**config.mk**
```make
export PLATFORM = sky130hd
export DESIGN_NAME = bfat_hash
export DESIGN_NICKNAME = d
export VERILOG_FILES = /design/src/design/bfat_pkg.sv /design/src/design/bfat_hash.sv
export SDC_FILE = /design/constraint.sdc
export NUM_CORES = 2
export LEC_CHECK = 0
export BUFFER_PORTS_ARGS = -buffer_cell sky130_fd_sc_hd__buf_2
export CORE_AREA = 2 2 264 266
export CTS_CLUSTER_SIZE = 12
export DETAILED_ROUTE_END_ITERATION = 6
export DIE_AREA = 0 0 266 268
export PLACE_DENSITY = 0.87
export SLEW_MARGIN = 20
export SYNTH_ARGS = -nofsm -noshare
export SYNTH_HDL_FRONTEND = slang
export SYNTH_SLANG_ARGS = --single-unit
```
**constraint.sdc**
```tcl
create_clock -name clk -period 10.9 [get_ports clk]
set_input_delay 1.09 -clock clk [delete_from_list [all_inputs] [get_ports clk]]
set_output_delay 1.09 -clock clk [all_outputs]
set_load 0.02 [all_outputs]
```
**src/design/bfat_pkg.sv**
```systemverilog
// Package for the bloom filter add/test block: widths, hash constants,
// request and register codes, controller states and memory handshake types.
// Depends on nothing; every other design file imports it.
package bfat_pkg;

  localparam int KEY_W      = 64;
  localparam int HALF_W     = 32;
  localparam int FB_W       = 21;
  localparam int PC_W       = 5;
  localparam int CFG_W      = FB_W;
  localparam int CFG_IDX_W  = 1;
  localparam int MAX_PROBES = 16;

  localparam logic [KEY_W-1:0] HASH_MUL_A = 64'h517cc1b727220a95;
  localparam logic [KEY_W-1:0] HASH_MUL_B = 64'h6c62272e07bb0142;
  localparam int FOLD_SHIFT = 32;

  localparam int HASH_STEPS = 8;
  localparam int HASH_CNT_W = $clog2(HASH_STEPS);

  localparam int MOD_DIGITS = 8;
  localparam int MOD_STEPS  = KEY_W / MOD_DIGITS;
  localparam int MOD_CNT_W  = $clog2(MOD_STEPS);

  localparam int ROW_W     = 64;
  localparam int ROW_SEL_W = $clog2(ROW_W);

  localparam logic [FB_W-1:0] FILTER_BITS_RST = 21'h100000;
  localparam logic [PC_W-1:0] PROBE_COUNT_RST = 5'd7;

  typedef enum logic {
    REQ_ADD  = 1'b0,
    REQ_TEST = 1'b1
  } req_type_t;

  typedef enum logic [CFG_IDX_W-1:0] {
    CFG_FILTER_BITS = 1'b0,
    CFG_PROBE_COUNT = 1'b1
  } cfg_idx_t;

  typedef enum logic [2:0] {
    ST_CLEAR,
    ST_IDLE,
    ST_HASH,
    ST_MOD,
    ST_MEM,
    ST_FIN
  } state_t;

  typedef struct packed {
    logic go;
    logic set;
  } mem_req_t;

  typedef struct packed {
    logic ready;
    logic done;
    logic hit;
  } mem_rsp_t;

endpackage

```
**src/design/bfat_hash.sv**
```systemverilog
// Probe hash unit: two 64-bit multiplies by constants, each with a fold,
// computed step by step on one shared 32x32 multiplier.
// Depends on bfat_pkg.
module bfat_hash (
  input  logic                      clk,
  input  logic                      rst_n,
  input  logic                      start,
  input  logic [bfat_pkg::KEY_W-1:0] key_x,
  output logic                      done,
  output logic [bfat_pkg::KEY_W-1:0] hash
);
  import bfat_pkg::*;

  logic                  busy_r;
  logic                  done_r;
  logic [HASH_CNT_W-1:0] step_r;
  logic [KEY_W-1:0]      op_r;
  logic [KEY_W-1:0]      acc_r;
  logic [KEY_W-1:0]      mul_r;
  logic [KEY_W-1:0]      hash_r;

  logic [1:0]        sub;
  logic              phase;
  logic [KEY_W-1:0]  kmul;
  logic [HALF_W-1:0] mul_a;
  logic [HALF_W-1:0] mul_b;
  logic [KEY_W-1:0]  mul_p;
  logic [HALF_W-1:0] hi_sum;
  logic [KEY_W-1:0]  prod;
  logic [KEY_W-1:0]  prod_fold;

  always_comb begin
    sub       = step_r[1:0];
    phase     = step_r[2];
    kmul      = phase ? HASH_MUL_B : HASH_MUL_A;
    mul_a     = (sub == 2'd2) ? op_r[KEY_W-1:HALF_W] : op_r[HALF_W-1:0];
    mul_b     = (sub == 2'd1) ? kmul[KEY_W-1:HALF_W] : kmul[HALF_W-1:0];
    mul_p     = mul_a * mul_b;
    hi_sum    = acc_r[KEY_W-1:HALF_W] + mul_r[HALF_W-1:0];
    prod      = {hi_sum, acc_r[HALF_W-1:0]};
    prod_fold = prod ^ (prod >> FOLD_SHIFT);
  end

  always_ff @(posedge clk) begin
    if (!rst_n) begin
      busy_r <= 1'b0;
      done_r <= 1'b0;
      step_r <= '0;
    end else begin
      done_r <= 1'b0;
      if (start) begin
        busy_r <= 1'b1;
        step_r <= '0;
      end else if (busy_r) begin
        step_r <= step_r + 1'b1;
        if (step_r == HASH_CNT_W'(HASH_STEPS - 1)) begin
          busy_r <= 1'b0;
          done_r <= 1'b1;
        end
      end
    end
  end

  always_ff @(posedge clk) begin
    mul_r <= mul_p;
    if (start) begin
      op_r <= key_x;
    end else if (busy_r) begin
      unique case (sub)
        2'd0: ;
        2'd1: acc_r <= mul_r;
        2'd2: acc_r[KEY_W-1:HALF_W] <= hi_sum;
        2'd3: begin
          if (phase) begin
            hash_r <= prod_fold;
          end else begin
            op_r <= prod_fold;
          end
        end
      endcase
    end
  end

  assign done = done_r;
  assign hash = hash_r;

endmodule

```
Word level (Yosys, flattened, before mapping):

Cells that the tools add are included.
W data, S select, Z words.

* register bits: 261
* latch bits: 0
* bits in writable memories: 0
* memory bits (read-only): 0
* bits of input ports: 67
* output and inout bits: 65
* word-level logic and storage cells: 41
* memories kept: 0

* add/subtract/negate cells: 2
* multipliers: 1
* div/mod/pow operators: 0
* order comparisons: 0
* equality and inequality tests: 5
* shift-type cells: 0
* multiplexer cells: 12
* bitwise operators: 4
* reduce and logical (&&, ||, !) cells: 9

Operators by type and width (number)
* $mux W64: 4
* $mul A32 B32 Y64: 1
* $mux W32: 2
* $pmux W32 S2: 1
* $xor A64 B32 Y64: 1
* $mux W62: 1
* $add A32 B32 Y32: 1
* $reduce_and A3 Y1: 3
* $reduce_bool A2 Y1: 3
* $eq A2 B2 Y1 const B: 2
* $mux W1: 4
* $reduce_and A4 Y1: 1
* $add A3 B1 Y3 const B: 1
* $eq A3 B3 Y1 const B: 1
* $not A1 Y1: 3
* $reduce_or A3 Y1: 1
* $eq A2 B1 Y1 const B: 1
* $ne A2 B2 Y1 const B: 1
* $reduce_or A2 Y1: 1

Longest topological paths before layout:

* depth after elaboration: 6
* mapped depth: 37
* gate-level depth less buffers: 34

Worst setup path after synthesis:

OpenSTA, ideal clock, no wires.

* path kind: register to register
* start: register step_r[0]
* end: register mul_r[63]
* arrival: 8.433 ns
* required time: 10.779 ns
* slack: 2.346 ns
* stages on the path, launching flop included: 32
* buffers on the path: 4
* cell sequence: dfxtp_1 -> inv_1 -> ha_1 -> buf_2 -> buf_2 -> buf_2 -> mux2i_1 -> inv_1 -> clkbuf_1 -> and2_1 -> fa_1 -> inv_1 -> fa_1 -> inv_1 -> fa_1 -> fa_1 -> fa_1 -> fa_1 -> fa_1 -> inv_1 -> fa_1 -> inv_1 -> ha_1 -> and3_1 -> nand4_1 -> or4_1 -> nor2_1 -> a21oi_2 -> o31ai_4 -> a211o_1 -> a31oi_1 -> xnor2_1

* longest elaborated chain between the ends: 3
* elaborated cells between the ends (all ways): 5
* classes of those cells: 1 x mul; 2 x eq/ne; 2 x mux

Ends and longest elaborated chain
* start, declared: RTL line bfat_hash.sv:16 `logic [HASH_CNT_W-1:0] step_r;`
* start signal, assigned: RTL line bfat_hash.sv:55 `step_r <= step_r + 1'b1;`
* $eq A2 B2 Y1 / $eq A2 B1 Y1 (equally long branches): RTL line bfat_hash.sv:36, bfat_hash.sv:37
* $mux W32, on equally long branches: RTL line bfat_hash.sv:36, bfat_hash.sv:37
* $mul A32 B32 Y64 *: RTL line bfat_hash.sv:38 `mul_p = mul_a * mul_b;`
* net mul_p[63]: RTL line bfat_hash.sv:27 `logic [KEY_W-1:0] mul_p;`
* end signal, assigned: RTL line bfat_hash.sv:65 `mul_r <= mul_p;`
* end, declared: RTL line bfat_hash.sv:19 `logic [KEY_W-1:0] mul_r;`

Mark *: on every way through the listed nets, which the timed path passes. The rest lies on a longest branch.
A chain may end at the register's enable or synchronous reset.

Worst setup path after layout:

* start: register step_r[0]
* end: register mul_r[36]

The elaborated chain is that of the path after synthesis.

==> results by group <==
Routing
  • DR DRC count: 0
  • Wire length on met1: ~47000 um
  • Via/cell ratio: 5.82
  • Via count: roughly 29k
  • WL/cell: 25.5 um
  • Drt total wl: 126000 um
  • Drt pass-1 iters: 6
  • Post-route ant nets: 0
  • DR iter-0 viols: 2918
  • Wire length on met2: 58500 um
  • Top Metal Used: met4
  • Met3 routed WL: 11500 um

Critical path
  • R2r setup slk: 0.57 ns
  • Worst setup endpoint: mul_r[36]
  • Worst reg2reg path depth: 27
  • Critical path peak fanout: 30
  • Worst Setup Start Kind: flip-flop
  • Crit path kind: flip-flop to flip-flop
  • Crit. Startpoint: step_r[0]
  • R2r startpoint: step_r[0]
  • Worst path bufs/invs: 7
  • Endpoint type of the worst setup path: flip-flop
  • RR Endpoint: mul_r[36]
  • Slowest CP cell: fa_1
  • Largest stage delay, worst path: 0.63 ns
  • Critical path's top delay family: adder cells
  • Crit path arrival time: 10.69 ns
  • CP Depth: 27
  • Most used cell, CP: fa_1
  • Worst Path Required: 11.26 ns

Timing
  • RSZ-0062 raised after global routing: false
  • Endpoints failing setup: 0
  • Least-Margin Pin Slew: 1.14 ns
  • Hold violation count in the final report: 0
  • Final TNS setup: 0 ns
  • Final WS setup: 0.573 ns
  • Final Cycle Share: between 90% and 100%
  • Final clock skew: approximately 0.017 ns
  • Final Slew Violations: 0
  • Final min period: about 10 ns
  • Fmax: between 90 and 100 MHz
  • Slew Limit Headroom: 22.6%

Clock tree
  • CTS root buf: clkbuf_16
  • CTS Hold Bufs: 0
  • # Post-CTS Setup Buffers: 0
  • Num CTS Buffers: 25
  • Clock sinks: roughly 260
  • H-tree levels: 1
  • Post-cts gate resize count: 0
  • CTS tree: yes
  • Clock buffer depth: 3
  • Clk Latency, worst-skew pair: around 0.54 ns
  • Clock-pin slew on the worst setup and hold paths: 0.08 ns

Synth
  • Sequential-to-total area share from yosys stat: 17.6%
  • Post-synth top flop: edfxtp_1
  • Synth warn: 0
  • Synth unique cells: 85
  • Avg Inst Size Synth: 10.3 sq um
  • Synth area leaders: fa_1 39%, edfxtp_1 14%, ha_1 12%, inv_1 9.3%, dfxtp_1 3.4%
  • Post-synth EDFFs: 192
  • Synth top area share: 38.5%
  • Synth async-reset ratio: 0%
  • Synthesized instance count: 3950
  • Synth area leader: fa_1
  • Mapped Area: between 0.04 and 0.05 sq mm
  • Synthesis-stage register bit count: 261
  • Mapped Nets: 5194

Floorplanning
  • Starting Density: 59.5%
  • Height of the die: 268 um
  • Core Rows: 96
  • Core area: 0.0682 sq mm
  • Die width: 266 um
  • Ports: 132
  • Die Area: 0.0713 sq mm

GRT
  • Number of global-route vias before repair: 30.7k
  • First-pass GRT wire length: 191000 um
  • Initial antenna violation count: 0
  • Gr ovfl total: 0
  • All-Layer GR Usage: 36.6%
  • Largest net degree at the start of global routing: 65

Placement
  • Gpl congestion: 1.06
  • Port Buffers: 131
  • DP Worst Slack: 0.887 ns
  • Post-DP HPWL: 111000 um
  • Placed inst area: 0.0423 sq mm

Cells and area
  • Commonest cells after routing, fill and taps aside: 1002 x inv_1, 782 x fa_1, 393 x ha_1
  • Layout area overhead: 5.85%
  • Share of cells above drive strength 1: 9.21%
  • Final nets: 5284
  • Commonest non-fill, non-tap cell in the layout: inv_1
  • Fin area: 0.0430 sq mm
  • Antenna cells: 0

Hold path
  • HP Class: flip-flop to flip-flop

Run
  • Max-capacitance violation count: 0

Outcome
  • Run status: completed
## cell usage after synthesis (6+ instances only)
master and count:
a211oi_1 9, a31oi_1 14, mux2_2 106, o21a_1 8, fa_1 782, xor2_1 63
nor2b_1 11, o22ai_1 22, o21ai_0 52, clkbuf_1 92, a21o_1 48, a31o_2 6
a21oi_1 121, and2_1 57, nand4_1 14, nand2b_1 31, nor2_1 232, clkinv_1 12
o21bai_1 23, inv_1 1002, xnor2_1 93, dfxtp_1 69, ha_1 395, nand3_1 22
buf_2 10, edfxtp_1 192, mux2i_1 21, or2_2 20, nand2_1 277, and3_1 22
nor3_1 18
## area by class of cell
type / count / area (sq um)
Multi-Input combinational cell: 2560 / 29200
Fill cell: 5461 / 25200
Sequential cell: 261 / 7150
Inverter: 1015 / 3810
Tap cell: 882 / 1100
Timing Repair Buffer: 177 / 1000
Clock buffer: 44 / 697
Clock inverter: 2 / 13.8
## layer usage
metal,up-vias,track usage (%)
li1,12400,-
met1,14500,47.5
met2,1553,59.0
met3,343,6.53
met4,0,19.6
met5,-,0
## flip-flops by register name, summed over array words and instances (netlist names)
signal / count
busy_r: 1
step_r: 3
hash: 64
mul_r: 64
done: 1
op_r: 64
acc_r: 64
## logic make-up after synthesis
logic type | share of synthesized area [%]
xor gates and xnor gates | 3.61
buffers and inverters | 10.6
AOI/OAI and AO/OA | 6.19
and+or+nand+nor | 7.86
muxes | 3.49
adders and majority gates | 50.7
DFF | 17.6
## worst min-delay path by stage
stage / start / end / slack (ns) / depth (start not counted)
after global placement: mul_r[3] / acc_r[3] / 0.42 / 0
after detailed placement: mul_r[28] / acc_r[28] / 0.43 / 0
after CTS: mul_r[22] / acc_r[22] / 0.45 / 0
final: mul_r[22] / acc_r[22] / 0.45 / 0
after floorplan: mul_r[0] / acc_r[0] / 0.41 / 0
after global routing: mul_r[22] / acc_r[22] / 0.46 / 0
## worst register-to-register path, delay by kind of cell, from the launching register on
kind | cells | cell delay (ns)
multiplexers | 1 | 0.66
buffers and inverters | 7 | 1.05
AO/OA/AOI/OAI | 3 | 0.80
AND/OR/NAND/NOR | 5 | 1.57
XOR/XNOR | 1 | 0.57
adder cells (fa/ha/maj) | 10 | 5.12
flip-flops | 1 | 0.37
## stage by stage
step / util (%) / cells / hold WS [ns]
6_report: 63.0 / 4941 / 0.451
4_1_cts: 63.0 / 4941 / 0.447
3_3_place_gp: 62.0 / 4895 / 0.424
2_1_floorplan: - / 3950 / 0.412
3_5_place_dp: 62.0 / 4895 / 0.425
5_1_grt: 63.0 / 4941 / 0.458
Power is left out: the tool's default activity adds up to more than one toggle a clock period on the data nets, which glitch-free logic cannot reach.
